[config.mk]
export PLATFORM = sky130hd
export DESIGN_NAME = eq_preset_string_parser
export DESIGN_NICKNAME = d
export VERILOG_FILES = /design/src/rtl/eps_pkg.sv /design/src/rtl/eps_core.sv /design/src/rtl/eq_preset_string_parser.sv
export SDC_FILE = /design/constraint.sdc
export NUM_CORES = 1
export LEC_CHECK = 0
export BUFFER_PORTS_ARGS = -buffer_cell sky130_fd_sc_hd__buf_4
export CORE_MARGIN = 4
export CORE_UTILIZATION = 58
export CTS_CLUSTER_DIAMETER = 120
export DETAILED_ROUTE_END_ITERATION = 6
export PLACE_DENSITY = 0.78
export RECOVER_POWER = 50
export REMOVE_ABC_BUFFERS = 1
export SYNTH_ARGS = -nofsm -noshare
export SYNTH_HDL_FRONTEND = slang
export SYNTH_SLANG_ARGS = --single-unit
[constraint.sdc]
create_clock -name clk -period 9.66 [get_ports clk]
set_input_delay 1.932 -clock clk [delete_from_list [all_inputs] [get_ports clk]]
set_output_delay 1.932 -clock clk [all_outputs]
set_load 0.1 [all_outputs]
[src/rtl/eps_pkg.sv]
`default_nettype none
// ----------------------------------------------------------------------------
// eps_pkg
// shared types, codes and tables of the equalizer preset string parser
// ----------------------------------------------------------------------------
package eps_pkg;

	localparam int unsigned FIXED_BAND_COUNT_DEF = 10;

	// field widths
	localparam int unsigned CHAR_W  = 8;
	localparam int unsigned TYPE_W  = 3;
	localparam int unsigned FREQ_W  = 25;
	localparam int unsigned GAIN_W  = 21;
	localparam int unsigned Q_W     = 17;
	localparam int unsigned ACC_W   = 27;
	localparam int unsigned VAL_W   = ACC_W + 1;
	localparam int unsigned FIDX_W  = 4;
	localparam int unsigned TDATA_W = 72;
	localparam int unsigned CFG_IDX_W = 1;

	// output queue
	localparam int unsigned OQ_DEPTH = 4;
	localparam int unsigned OQ_PTR_W = $clog2(OQ_DEPTH);
	localparam int unsigned OQ_CNT_W = $clog2(OQ_DEPTH + 1);

	// configuration register indexes and reset values
	localparam logic [CFG_IDX_W-1:0] CFG_DEFAULT_Q = 1'b0;
	localparam logic [CFG_IDX_W-1:0] CFG_FIXED_Q   = 1'b1;
	localparam logic [Q_W-1:0] DEFAULT_Q_RST = 17'd707;
	localparam logic [Q_W-1:0] FIXED_Q_RST   = 17'd1410;

	// characters
	localparam logic [CHAR_W-1:0] CH_A     = 8'h41;
	localparam logic [CHAR_W-1:0] CH_F     = 8'h46;
	localparam logic [CHAR_W-1:0] CH_G     = 8'h47;
	localparam logic [CHAR_W-1:0] CH_H     = 8'h48;
	localparam logic [CHAR_W-1:0] CH_I     = 8'h49;
	localparam logic [CHAR_W-1:0] CH_L     = 8'h4C;
	localparam logic [CHAR_W-1:0] CH_M     = 8'h4D;
	localparam logic [CHAR_W-1:0] CH_P     = 8'h50;
	localparam logic [CHAR_W-1:0] CH_Q     = 8'h51;
	localparam logic [CHAR_W-1:0] CH_PLUS  = 8'h2B;
	localparam logic [CHAR_W-1:0] CH_MINUS = 8'h2D;
	localparam logic [CHAR_W-1:0] CH_DOT   = 8'h2E;
	localparam logic [CHAR_W-1:0] CH_0     = 8'h30;
	localparam logic [CHAR_W-1:0] CH_9     = 8'h39;

	// band types
	localparam logic [TYPE_W-1:0] BT_PEAK         = 3'd0;
	localparam logic [TYPE_W-1:0] BT_LOW_SHELF    = 3'd1;
	localparam logic [TYPE_W-1:0] BT_HIGH_SHELF   = 3'd2;
	localparam logic [TYPE_W-1:0] BT_LOW_SHELF_C  = 3'd3;
	localparam logic [TYPE_W-1:0] BT_HIGH_SHELF_C = 3'd4;

	typedef enum logic [3:0] {
		PH_EXPECT_A  = 4'd0,
		PH_NUM_START = 4'd1,
		PH_NUM_BODY  = 4'd2,
		PH_TAG       = 4'd3,
		PH_SKIP      = 4'd4
	} phase_t;

	typedef enum logic [2:0] {
		TG_PREAMP = 3'd0,
		TG_FGAIN  = 3'd1,
		TG_FREQ   = 3'd2,
		TG_GAIN   = 3'd3,
		TG_Q      = 3'd4
	} target_t;

	typedef enum logic [1:0] {
		KIND_PREAMP = 2'd0,
		KIND_BAND   = 2'd1,
		KIND_STATUS = 2'd2
	} kind_t;

	typedef struct packed {
		kind_t                     kind;
		logic [TYPE_W-1:0]         band_type;
		logic [FREQ_W-1:0]         freq;
		logic signed [GAIN_W-1:0]  gain;
		logic [Q_W-1:0]            q;
		logic                      accepted;
		logic                      last;
	} result_t;

	// results of one character: an optional band/preamp result, then an optional status
	typedef struct packed {
		logic    a_valid;
		result_t a;
		logic    b_valid;
		result_t b;
	} pair_t;

	// fixed band frequencies in milli-hertz, indexes past the table take the last entry
	function automatic logic [FREQ_W-1:0] fixed_freq(input logic [FIDX_W-1:0] idx);
		logic [FREQ_W-1:0] f;
		case (idx)
			4'd0:    f = 25'd31000;
			4'd1:    f = 25'd62000;
			4'd2:    f = 25'd125000;
			4'd3:    f = 25'd250000;
			4'd4:    f = 25'd500000;
			4'd5:    f = 25'd1000000;
			4'd6:    f = 25'd2000000;
			4'd7:    f = 25'd4000000;
			4'd8:    f = 25'd8000000;
			default: f = 25'd16000000;
		endcase
		return f;
	endfunction

endpackage
`default_nettype wire

[src/rtl/eps_core.sv]
`default_nettype none
// ----------------------------------------------------------------------------
// eps_core
// parser state and per-character update, one character per enabled cycle
// ----------------------------------------------------------------------------
module eps_core #(
	parameter int unsigned FIXED_BAND_COUNT = eps_pkg::FIXED_BAND_COUNT_DEF
) (
	input  wire logic                        clk,
	input  wire logic                        arst_n,
	input  wire logic                        step,
	input  wire logic [eps_pkg::CHAR_W-1:0]  char_code,
	input  wire logic                        line_end,
	input  wire logic [eps_pkg::Q_W-1:0]     default_q,
	input  wire logic [eps_pkg::Q_W-1:0]     fixed_q,
	output eps_pkg::pair_t                   results
);
	import eps_pkg::*;

	localparam logic [ACC_W-1:0] ACC_MAX = {ACC_W{1'b1}};
	localparam int unsigned INT_W = ACC_W + 4;

	typedef struct packed {
		target_t            target;
		logic [ACC_W-1:0]   acc;
		logic [1:0]         frac;
		logic               dot;
		logic               bad;
		logic               neg;
	} num_t;

	typedef struct packed {
		logic                      emit;
		result_t                   res;
		logic [FREQ_W-1:0]         pfreq;
		logic signed [GAIN_W-1:0]  pgain;
		logic                      band;
		logic                      start;
		target_t                   start_tg;
	} fin_t;

	function automatic num_t start_num(input target_t tg);
		num_t n;
		n = '0;
		n.target = tg;
		return n;
	endfunction

	function automatic logic signed [VAL_W-1:0] num_value(input num_t n);
		logic signed [VAL_W-1:0] m;
		m = $signed({1'b0, n.acc});
		if (n.bad)
			return '0;
		return n.neg ? -m : m;
	endfunction

	function automatic logic signed [GAIN_W-1:0] clamp_wide(input logic signed [VAL_W-1:0] v);
		if (v < -28'sd1000000)
			return -21'sd1000000;
		if (v > 28'sd1000000)
			return 21'sd1000000;
		return v[GAIN_W-1:0];
	endfunction

	function automatic logic signed [GAIN_W-1:0] clamp_gain(input logic signed [VAL_W-1:0] v);
		if (v < -28'sd40000)
			return -21'sd40000;
		if (v > 28'sd40000)
			return 21'sd40000;
		return v[GAIN_W-1:0];
	endfunction

	function automatic logic [FREQ_W-1:0] clamp_freq(input logic signed [VAL_W-1:0] v);
		if (v < 28'sd1000)
			return 25'd1000;
		if (v > 28'sd24000000)
			return 25'd24000000;
		return v[FREQ_W-1:0];
	endfunction

	function automatic logic [Q_W-1:0] clamp_q(input logic signed [VAL_W-1:0] v);
		if (v < 28'sd50)
			return 17'd50;
		if (v > 28'sd100000)
			return 17'd100000;
		return v[Q_W-1:0];
	endfunction

	// completes n; G/Q after freq and Q after gain open the next number
	function automatic fin_t finish(
		input num_t                      n,
		input logic                      has_term,
		input logic [CHAR_W-1:0]         c,
		input logic [TYPE_W-1:0]         ptype,
		input logic [FREQ_W-1:0]         pfreq,
		input logic signed [GAIN_W-1:0]  pgain,
		input logic [Q_W-1:0]            dq,
		input logic [Q_W-1:0]            fq
	);
		logic signed [VAL_W-1:0] v;
		logic signed [VAL_W-1:0] dqv;
		logic [Q_W-1:0]          qsel;
		fin_t f;
		v   = num_value(n);
		dqv = $signed({{(VAL_W-Q_W){1'b0}}, dq});
		f = '0;
		f.pfreq = pfreq;
		f.pgain = pgain;
		f.start_tg = TG_PREAMP;
		qsel = clamp_q(dqv);
		case (n.target)
			TG_PREAMP: begin
				f.emit = 1'b1;
				f.res.kind = KIND_PREAMP;
				f.res.gain = clamp_wide(v);
			end
			TG_FGAIN: begin
				f.emit = 1'b1;
				f.band = 1'b1;
				f.res.kind = KIND_BAND;
				f.res.band_type = ptype;
				f.res.freq = pfreq;
				f.res.gain = clamp_wide(v);
				f.res.q = fq;
			end
			TG_FREQ: begin
				f.pfreq = clamp_freq(v);
				if (has_term && c == CH_G) begin
					f.start = 1'b1;
					f.start_tg = TG_GAIN;
				end else if (has_term && c == CH_Q) begin
					f.start = 1'b1;
					f.start_tg = TG_Q;
				end
			end
			TG_GAIN: begin
				f.pgain = clamp_gain(v);
				if (has_term && c == CH_Q) begin
					f.start = 1'b1;
					f.start_tg = TG_Q;
				end
			end
			default: begin
				qsel = clamp_q(v);
			end
		endcase
		// parametric band closes unless another field follows
		if ((n.target == TG_FREQ || n.target == TG_GAIN || n.target == TG_Q) && !f.start) begin
			f.emit = 1'b1;
			f.band = 1'b1;
			f.res.kind = KIND_BAND;
			f.res.band_type = ptype;
			f.res.freq = f.pfreq;
			f.res.gain = f.pgain;
			f.res.q = qsel;
		end
		return f;
	endfunction

	phase_t                    phase_q, phase_d;
	num_t                      num_q, num_d;
	logic [TYPE_W-1:0]         ptype_q, ptype_d;
	logic [FREQ_W-1:0]         pfreq_q, pfreq_d;
	logic signed [GAIN_W-1:0]  pgain_q, pgain_d;
	logic [FIDX_W-1:0]         fidx_q, fidx_d;
	logic                      anyb_q, anyb_d;
	logic                      rej_q, rej_d;

	fin_t                      fin1, fin2;
	logic                      tag_now;
	logic                      line_ok;

	logic                      is_sign, is_digit, is_dot;
	logic [3:0]                digit;
	logic [INT_W-1:0]          int_sum;
	logic [ACC_W:0]            frac_sum;
	logic [6:0]                frac_w;
	logic [ACC_W-1:0]          digit_acc;

	// character class and accumulator step
	always_comb begin
		is_sign  = (phase_q == PH_NUM_START) && (char_code == CH_MINUS || char_code == CH_PLUS);
		is_digit = (char_code >= CH_0) && (char_code <= CH_9);
		is_dot   = (char_code == CH_DOT);
		digit    = 4'(char_code - CH_0);
		int_sum  = ({4'b0, num_q.acc} << 3) + ({4'b0, num_q.acc} << 1)
			+ INT_W'(digit) * INT_W'(1000);
		case (num_q.frac)
			2'd0:    frac_w = 7'd100;
			2'd1:    frac_w = 7'd10;
			default: frac_w = 7'd1;
		endcase
		frac_sum = {1'b0, num_q.acc} + (ACC_W+1)'(digit) * (ACC_W+1)'(frac_w);
		if (!num_q.dot)
			digit_acc = (int_sum > INT_W'(ACC_MAX)) ? ACC_MAX : int_sum[ACC_W-1:0];
		else if (num_q.frac != 2'd3)
			digit_acc = frac_sum[ACC_W] ? ACC_MAX : frac_sum[ACC_W-1:0];
		else
			digit_acc = num_q.acc;
	end

	// next state
	always_comb begin
		phase_d = phase_q;
		num_d   = num_q;
		ptype_d = ptype_q;
		pfreq_d = pfreq_q;
		pgain_d = pgain_q;
		fidx_d  = fidx_q;
		anyb_d  = anyb_q;
		rej_d   = rej_q;
		fin1    = '0;
		fin2    = '0;
		tag_now = 1'b0;
		line_ok = 1'b0;

		case (phase_q)
			PH_EXPECT_A: begin
				if (char_code == CH_A) begin
					num_d = start_num(TG_PREAMP);
					phase_d = PH_NUM_START;
				end else begin
					rej_d = 1'b1;
					phase_d = PH_SKIP;
				end
			end
			PH_NUM_START, PH_NUM_BODY: begin
				if (is_sign) begin
					num_d.neg = (char_code == CH_MINUS);
					phase_d = PH_NUM_BODY;
				end else if (is_digit) begin
					num_d.acc = digit_acc;
					if (num_q.dot && num_q.frac != 2'd3)
						num_d.frac = num_q.frac + 2'd1;
					phase_d = PH_NUM_BODY;
				end else if (is_dot) begin
					num_d.bad = num_q.bad | num_q.dot;
					num_d.dot = 1'b1;
					phase_d = PH_NUM_BODY;
				end else begin
					fin1 = finish(num_q, 1'b1, char_code, ptype_q, pfreq_q, pgain_q,
						default_q, fixed_q);
					pfreq_d = fin1.pfreq;
					pgain_d = fin1.pgain;
					if (fin1.band)
						anyb_d = 1'b1;
					if (fin1.start) begin
						num_d = start_num(fin1.start_tg);
						phase_d = PH_NUM_START;
					end else begin
						phase_d = PH_TAG;
						tag_now = 1'b1;
					end
				end
			end
			PH_TAG: begin
				tag_now = 1'b1;
			end
			default: begin
			end
		endcase

		if (tag_now) begin
			case (char_code)
				CH_F: begin
					if (fidx_q >= FIDX_W'(FIXED_BAND_COUNT)) begin
						phase_d = PH_SKIP;
					end else begin
						ptype_d = BT_PEAK;
						pfreq_d = fixed_freq(fidx_q);
						fidx_d = fidx_q + 1'b1;
						num_d = start_num(TG_FGAIN);
						phase_d = PH_NUM_START;
					end
				end
				CH_P, CH_L, CH_H, CH_M, CH_I: begin
					case (char_code)
						CH_L:    ptype_d = BT_LOW_SHELF;
						CH_H:    ptype_d = BT_HIGH_SHELF;
						CH_M:    ptype_d = BT_LOW_SHELF_C;
						CH_I:    ptype_d = BT_HIGH_SHELF_C;
						default: ptype_d = BT_PEAK;
					endcase
					pgain_d = '0;
					num_d = start_num(TG_FREQ);
					phase_d = PH_NUM_START;
				end
				default: begin
				end
			endcase
		end

		if (line_end) begin
			if (phase_d == PH_NUM_START || phase_d == PH_NUM_BODY) begin
				fin2 = finish(num_d, 1'b0, char_code, ptype_d, pfreq_d, pgain_d,
					default_q, fixed_q);
				if (fin2.band)
					anyb_d = 1'b1;
			end
			line_ok = anyb_d && !rej_d;
			phase_d = PH_EXPECT_A;
			num_d   = '0;
			ptype_d = '0;
			pfreq_d = '0;
			pgain_d = '0;
			fidx_d  = '0;
			anyb_d  = 1'b0;
			rej_d   = 1'b0;
		end
	end

	// results; a band opened and closed by the last character is dropped
	// when a number result already precedes the status
	always_comb begin
		results = '0;
		results.a_valid = step && (fin1.emit || fin2.emit);
		results.a = fin1.emit ? fin1.res : fin2.res;
		results.b_valid = step && line_end;
		results.b.kind = KIND_STATUS;
		results.b.accepted = line_ok;
		results.b.last = 1'b1;
	end

	always_ff @(posedge clk or negedge arst_n) begin
		if (!arst_n) begin
			phase_q <= PH_EXPECT_A;
			num_q   <= '0;
			ptype_q <= '0;
			pfreq_q <= '0;
			pgain_q <= '0;
			fidx_q  <= '0;
			anyb_q  <= 1'b0;
			rej_q   <= 1'b0;
		end else if (step) begin
			phase_q <= phase_d;
			num_q   <= num_d;
			ptype_q <= ptype_d;
			pfreq_q <= pfreq_d;
			pgain_q <= pgain_d;
			fidx_q  <= fidx_d;
			anyb_q  <= anyb_d;
			rej_q   <= rej_d;
		end
	end

endmodule
`default_nettype wire

[src/rtl/eq_preset_string_parser.sv]
`default_nettype none
// ----------------------------------------------------------------------------
// eq_preset_string_parser
// character-serial parser of equalizer record lines into preamp, band and
// status transactions
// ----------------------------------------------------------------------------
// One character enters per transaction on the slave side (tlast marks the
// last character of a line) and is held in an input register; once the
// queue can take two results, the parser core updates its state with it and
// drops zero, one or two results into a four-entry output queue, from whose
// head the master side is driven. A character that closes a number gives at
// most one preamp or band result, and the last character of a line adds the
// status transaction (tlast high). The parser takes one character per cycle
// for as long as the queue has two free entries; the master port drains one
// result per cycle, so the sustained rate is one character per cycle
// whenever results come no faster than one per cycle and the sink does not
// stall. default_q and fixed_q are written through the cfg port; the user
// must write them only while the block is idle, the block itself does not
// enforce it.
// ----------------------------------------------------------------------------
module eq_preset_string_parser #(
	parameter int unsigned FIXED_BAND_COUNT = eps_pkg::FIXED_BAND_COUNT_DEF
) (
	input  wire logic                           clk,
	input  wire logic                           arst_n,
	// slave side: character stream
	input  wire logic                           s_tvalid,
	output logic                                s_tready,
	input  wire logic [eps_pkg::CHAR_W-1:0]     s_tdata,    // char_code
	input  wire logic                           s_tlast,    // line_end
	// master side: results
	output logic                                m_tvalid,
	input  wire logic                           m_tready,
	// band_type, freq_milli_hz, gain_milli_db, q_milli, line_accepted, zero fill
	output logic [eps_pkg::TDATA_W-1:0]         m_tdata,
	output logic [1:0]                          m_tuser,    // result_kind
	output logic                                m_tlast,    // last_of_run
	// configuration writes
	input  wire logic                           cfg_we,
	input  wire logic [eps_pkg::CFG_IDX_W-1:0]  cfg_index,
	input  wire logic [eps_pkg::Q_W-1:0]        cfg_data
);
	import eps_pkg::*;

	localparam logic [OQ_CNT_W-1:0] OQ_ROOM_MAX = OQ_CNT_W'(OQ_DEPTH - 2);

	// configuration registers
	logic [Q_W-1:0] default_q_q;
	logic [Q_W-1:0] fixed_q_q;

	// input register
	logic              valid_s1;
	logic [CHAR_W-1:0] char_s1;
	logic              end_s1;

	// output queue
	result_t               oq_mem [OQ_DEPTH];
	logic [OQ_PTR_W-1:0]   wr_ptr_q;
	logic [OQ_PTR_W-1:0]   wr_ptr_nx;
	logic [OQ_PTR_W-1:0]   rd_ptr_q;
	logic [OQ_CNT_W-1:0]   count_q;
	logic [1:0]            push_n;
	logic                  pop;
	logic                  room;
	logic                  advance;
	result_t               head;

	pair_t core_res;

	always_ff @(posedge clk or negedge arst_n) begin
		if (!arst_n) begin
			default_q_q <= DEFAULT_Q_RST;
			fixed_q_q   <= FIXED_Q_RST;
		end else if (cfg_we) begin
			case (cfg_index)
				CFG_DEFAULT_Q: default_q_q <= cfg_data;
				CFG_FIXED_Q:   fixed_q_q   <= cfg_data;
				default: begin
				end
			endcase
		end
	end

	// the held character is parsed only when the queue can take two results
	assign room     = (count_q <= OQ_ROOM_MAX);
	assign advance  = valid_s1 && room;
	assign s_tready = !valid_s1 || room;

	always_ff @(posedge clk or negedge arst_n) begin
		if (!arst_n) begin
			valid_s1 <= 1'b0;
		end else if (s_tready) begin
			valid_s1 <= s_tvalid;
		end
	end

	always_ff @(posedge clk) begin
		if (s_tvalid && s_tready) begin
			char_s1 <= s_tdata;
			end_s1  <= s_tlast;
		end
	end

	eps_core #(
		.FIXED_BAND_COUNT (FIXED_BAND_COUNT)
	) u_core (
		.clk       (clk),
		.arst_n    (arst_n),
		.step      (advance),
		.char_code (char_s1),
		.line_end  (end_s1),
		.default_q (default_q_q),
		.fixed_q   (fixed_q_q),
		.results   (core_res)
	);

	// queue write: number result first, then status
	assign wr_ptr_nx = wr_ptr_q + 1'b1;
	assign push_n    = {1'b0, core_res.a_valid} + {1'b0, core_res.b_valid};
	assign pop       = m_tvalid && m_tready;

	always_ff @(posedge clk) begin
		if (core_res.a_valid && core_res.b_valid) begin
			oq_mem[wr_ptr_q]  <= core_res.a;
			oq_mem[wr_ptr_nx] <= core_res.b;
		end else if (core_res.a_valid) begin
			oq_mem[wr_ptr_q] <= core_res.a;
		end else if (core_res.b_valid) begin
			oq_mem[wr_ptr_q] <= core_res.b;
		end
	end

	always_ff @(posedge clk or negedge arst_n) begin
		if (!arst_n) begin
			wr_ptr_q <= '0;
			rd_ptr_q <= '0;
			count_q  <= '0;
		end else begin
			wr_ptr_q <= wr_ptr_q + OQ_PTR_W'(push_n);
			if (pop)
				rd_ptr_q <= rd_ptr_q + 1'b1;
			count_q <= count_q + OQ_CNT_W'(push_n) - OQ_CNT_W'(pop);
		end
	end

	// master side driven from the queue head
	assign head     = oq_mem[rd_ptr_q];
	assign m_tvalid = (count_q != '0);
	assign m_tuser  = head.kind;
	assign m_tlast  = head.last;
	assign m_tdata  = {{(TDATA_W - TYPE_W - FREQ_W - GAIN_W - Q_W - 1){1'b0}},
		head.accepted, head.q, head.gain, head.freq, head.band_type};

endmodule
`default_nettype wire
Word level (Yosys, flattened, before mapping):

Memories as Yosys holds them, arrays and structs flattened.
Index checks and enable logic that the tools add are counted.

* bits in registers: 145
* bits in writable memories: 280
* memory bits (read-only): 336
* bits of input ports: 32
* output and inout port bits: 77
* logic and storage cells: 451
* memories kept: 2

* add/sub/neg operators: 14
* multipliers: 2
* order comparisons: 23
* equal/unequal tests: 28
* mux-type cells: 321
* bitwise logic cells: 4
* reduce and logical (&&, ||, !) cells: 36

Memories
* (name not given): words 16, bits a word 21, read ports 1, clocked after memory_dff 0, wr ports 0, RTL line eps_pkg.sv:99 `case (idx)`
* oq_mem: words 4, bits a word 70, read ports 1, clocked after memory_dff 0, wr ports 2, RTL line eq_preset_string_parser.sv:57 `result_t oq_mem [OQ_DEPTH];`

Operators with widths (number)
* 2-to-1 mux 122 bit: 6
* 2-to-1 mux 21 bit: 33
* 2-to-1 mux 25 bit: 27
* 2-to-1 mux 28 bit: 14
* 2-to-1 mux 17 bit: 18
* 2-to-1 mux 70 bit: 3
* 2-to-1 mux 35 bit: 5
* 2-to-1 mux 1 bit: 168
* case mux 35 bit (2 select lines): 2
* 2-to-1 mux 69 bit: 2
* 2-to-1 mux 27 bit: 4
* case mux 21 bit (2 select lines): 2
* equality test 8 x 7 -> 1 bit, second input constant: 9
* greater-than comparator 28 x 17 -> 1 bit, second input constant: 2
* greater-than comparator 28 x 18 -> 1 bit, second input constant: 2
* greater-than comparator 28 x 21 -> 1 bit, second input constant: 2
* greater-than comparator 28 x 26 -> 1 bit, second input constant: 2
* < comparator 28 x 11 -> 1 bit, second input constant: 2
* < comparator 28 x 17 -> 1 bit, second input constant: 2
* < comparator 28 x 21 -> 1 bit, second input constant: 2
* < comparator 28 x 7 -> 1 bit, second input constant: 2
* 2-to-1 mux 4 bit: 14
* negator 27 -> 28 bit: 2
* 2-to-1 mux 34 bit: 1
* other kinds (51): 102

Depth between registers and ports, before layout:

* word-level depth: 48
* mapped depth: 44
* gate-level depth less buffers: 39

Modules after synthesis:

From an unflattened synthesis, not the netlist that was laid out.

* cells, all modules: 3566
* area total of the unflattened synthesis: 33747.4 um^2

Modules (own cells, without submodules)
* eps_core: times used 1, cells an instance 2404, area each 17035.1 um^2, sequential area each 2352.3 um^2
* eq_preset_string_parser: times used 1, cells an instance 1162, area each 16712.3 um^2, sequential area each 9740.6 um^2

Worst setup path before layout:

No wires, ideal clock.

* path type: reg2reg
* from: register char_s1[1]
* to: memory oq_mem[0][41] in the netlist's numbering
* library setup time: 0.117 ns
* arrival: 9.421 ns
* required time: 9.543 ns
* setup slack: 0.122 ns
* stages on the path, launching flop included: 44
* buffers on the path: 4
* clock period less this slack: 9.538 ns
* path through: edfxtp_1 -> fa_1 -> inv_1 -> fa_1 -> inv_1 -> ha_1 -> a21oi_1 -> inv_1 -> a21oi_1 -> nor2_1 -> o21ai_0 -> nand2b_1 -> a21oi_1 -> xor2_1 -> fa_1 -> inv_1 -> ha_1 -> buf_2 -> [8 not listed] -> o21ai_0 -> inv_1 -> ha_1 -> nor3b_1 -> nand4_1 -> or2_1 -> clkbuf_1 -> a211oi_4 -> nand4bb_4 -> and3_4 -> a31o_1 -> or4_1 -> or4_4 -> a21oi_2 -> buf_4 -> nor3_2 -> a31o_2 -> a22o_1

RTL lines
* from (decl): RTL line eq_preset_string_parser.sv:53 `logic [CHAR_W-1:0] char_s1;`
* from (signal assigned): RTL line eq_preset_string_parser.sv:99 `char_s1 <= s_tdata;`
* to (decl): RTL line eq_preset_string_parser.sv:57

==> metrics.md <==
| Metric | Value |
|---|---|
| CTS sink count | 421 |
| Hold Crit Depth | 2 |
| Largest net degree at the start of global routing | 78 |
| Placed insts | 4,308 |
| Clk Latency, worst-skew pair | 0.62 ns |
| Fillers | 4,540 |
| # diodes | 0 |
| Synth cell types | 123 |
| Critical hold path startpoint | oq_mem[3][22] |
| Most frequent cells in the layout | nand2_1 (383), o21ai_0 (340), nor2_1 (284), dfxtp_1 (272), a21oi_1 (245) |
| Synthesis Warnings | 0 |
| Status | finished with violations |
| Rel. slew slack | -227.6% |
| Share of layout cells above drive strength 1 | 13.74% |
| Max-cap check violation count | 8 |
| GRT Util Overall | 41.08% |
| Min-Delay Endpoint | oq_mem[3][22] |
| Final setup viols | 0 |
| DIE AREA | 55,840 sq um |
| Crit path DAT | 9.73 ns |
| WL final | 121.5 mm |
| IO buf count | 103 |
| Post-detail-place hpwl | 87.41 mm |
| Site Rows | 83 |
| Grt ovf | 0 |
| Flops & latches, synth | 421 |
| Critical Path End Type | flop |
| Global-route wire length before repair | 181.4 mm |
| CP required | 10.09 ns |
| Slowest stage delay, CP | 0.65 ns |
| Finished layout cell area | 33,520 sq um |
| Fin nets | 3,856 |
| Mapped Area | 30,230 sq um |
| Worst hold path class | reg -> reg |
| IR drop worst, VDD | 0.4295 mV |
| Die Span Y | 236.3 um |
| Via-to-Cell Ratio | 7.197 |
| R2r startpoint | char_s1[1] |
| Mapped Cells | 3,611 |
| Final setup margin | 0.3561 ns |
| Commonest non-fill, non-tap cell in the layout | nand2_1 |
| CTS root buf | clkbuf_16 |
| Clock-pin slew on the worst setup and hold paths | 0.06 ns |
| P&R area growth vs syn | 10.88% |
| Design Power | 0.005904 W |
| Initial DRC Count | 4,365 |
| Starting Density | 58.70% |
| Fin Clk Skew | 0.04015 ns |
| CP dominant cell by count | a21oi_4 |
| Core Area | 51,510 sq um |
| RR Endpoint | oq_mem[3][64] |
| Leakage | 13.03 nW |
| CTS tree | built |
| Peak Freq | 107.5 MHz |
| Synth Area per Inst | 8.373 sq um |
| Post-synth top flop | dfxtp_1 |
| Antenna violations before repair | 1 |
| Final period util | 96.31% |
| Die Span X | 236.3 um |
| Fin. Hold Viols | 0 |
| Post-route minimum period | 9.304 ns |
| Power per cell area | 176.1 nW/um^2 |
| Failing checks | design-rule violations, max-capacitance violations, max-slew violations |
| Via count | 31,668 |
| Fin cells | 4,400 |
| Wire per inst | 27.61 um |
| Residual DRC | 1 |
| Worst Reg-to-Reg Cells | 34 |
| Sequential share of the synthesized area | 30.60% |
| Fin. max-slew vios | 310 |
| Number of synthesized flops with an enable pin | 13 |
| Pre-CTS WS | -0.3384 ns |
| Number of global-route vias before repair | 29,451 |
| Worst Tran Pin Value | 4.914 ns |
| Post-DP Area | 32,120 sq um |
| H-Tree Level Count | 2 |
| Flop2flop setup slack | 0.36 ns |
| Antenna Violating Nets Remaining | 0 |
| Worst Path Max Fanout | 15 |
| Ports | 109 |
| Total CTS buffers | 45 |
| CP startpoint kind | flop |
| Final hold slack | 0.4475 ns |
| Hold Buf Count CTS | 0 |
| Slowest CP cell | nor4_1 |
| CP Class | reg -> reg |
| CTS max path bufs | 3 |
| Pre-Repair DR Iteration Count | 7 |
| Gpl congestion | 1.115 |
| Async set or reset register ratio after synthesis | 32.30% |
==> logic make-up after synthesis <==
group / Yosys count / synth area share, %
muxes: 121 / 7.027
and+or+nand+nor: 1112 / 17.53
adders and majority gates: 138 / 6.555
DFF: 421 / 30.60
AOI/OAI and AO/OA: 1358 / 30.96
buffers and inverters: 381 / 4.983
other: 1 / 0.01240
xor gates and xnor gates: 79 / 2.338
==> through the flow <==
| step | setup TNS, ns | util [%] |
|---|---|---|
| after floorplan | 0 | - |
| after global placement | -1.932 | 62.36 |
| after detailed placement | -6.810 | 62.36 |
| after CTS | 0 | 65.09 |
| after global routing | -0.07848 | 65.08 |
| final | 0 | 65.08 |
==> worst max path at each step <==
stage | from | end | slack (ns) | cells past startpoint
finish | char_s1[1] | oq_mem[3][64] | 0.36 | 34
global route | char_s1[1] | oq_mem[2][50] | -0.04 | 40
CTS | char_s1[1] | oq_mem[0][61] | 0.02 | 38
detailed placement | char_s1[1] | oq_mem[3][64] | -0.34 | 38
global placement | char_s1[1] | oq_mem[0][64] | -0.28 | 38
floorplan | char_s1[1] | oq_mem[3][41] | 0.0008 | 38
==> synth_stat cells, types with 71 or more instances <==
cell type,count,area (sq um)
ha_1,104,1301
nand2_1,385,1445
nand3_1,77,385.4
clkbuf_1,192,720.7
a21oi_1,250,1251
nor2_1,287,1077
a22oi_1,101,758.2
inv_1,137,514.2
o21ai_0,349,1747
dfxtp_1,272,5445
nor3_1,71,355.3
a22o_1,162,1419
dfrtp_1,127,3178
==> registers in the layout, summed over array words and instances, names as in the netlist <==
signal / flops
u_core.rej_q: 1
end_s1: 1
rd_ptr_q: 2
u_core.fidx_q: 4
u_core.pgain_q: 21
valid_s1: 1
u_core.ptype_q: 3
count_q: 3
u_core.phase_q: 4
default_q_q: 17
u_core.anyb_q: 1
u_core.num_q: 35
fixed_q_q: 17
char_s1: 8
oq_mem: 276
wr_ptr_q: 2
u_core.pfreq_q: 25
==> timing repair <==
item	CTS	global route
resized for setup	4	45
endpoints found under the setup margin	114	248
pin swaps	1	11
setup buffers	2	7
cloned	0	2
==> critical path: cells and delay by family, from the launching register on <==
family	cells	cell delay (ns)
buf+inv	5	0.76
fa+ha+maj	5	1.86
flops	1	0.42
simple gates	5	1.44
xor+xnor	3	0.61
compound gates	16	4.02
==> metal layers <==
| metal | vias up | routed length (um) | track usage [%] |
|---|---|---|---|
| li1 | 13723 | - | - |
| met1 | 15057 | 45890 | 54.80 |
| met2 | 2336 | 51630 | 61.39 |
| met3 | 548 | 14960 | 9.517 |
| met4 | 4 | 8970 | 23.58 |
| met5 | - | 29 | 0 |
==> report_power, final <==
part	total, W	leakage (nW)	switching [W]	internal (W)
clock	0.00168	0.658	0.000767	0.000910
sequential	0.00198	4.10	0.000147	0.00183
combinational	0.00225	8.27	0.00155	0.000694
==> area by class of cell <==
cell class / count / area (sq um) / area share [%]
Sequential cell: 421 / 9254 / 27.61
Multi-Input combinational cell: 2813 / 19780 / 58.99
Timing Repair Buffer: 267 / 1752 / 5.225
Clock buffer: 67 / 1259 / 3.755
Clock inverter: 14 / 113.9 / 0.3397
Tap cell: 680 / 850.8 / 2.538
Inverter: 138 / 518.0 / 1.545
Power figures use the tool's default switching activity.
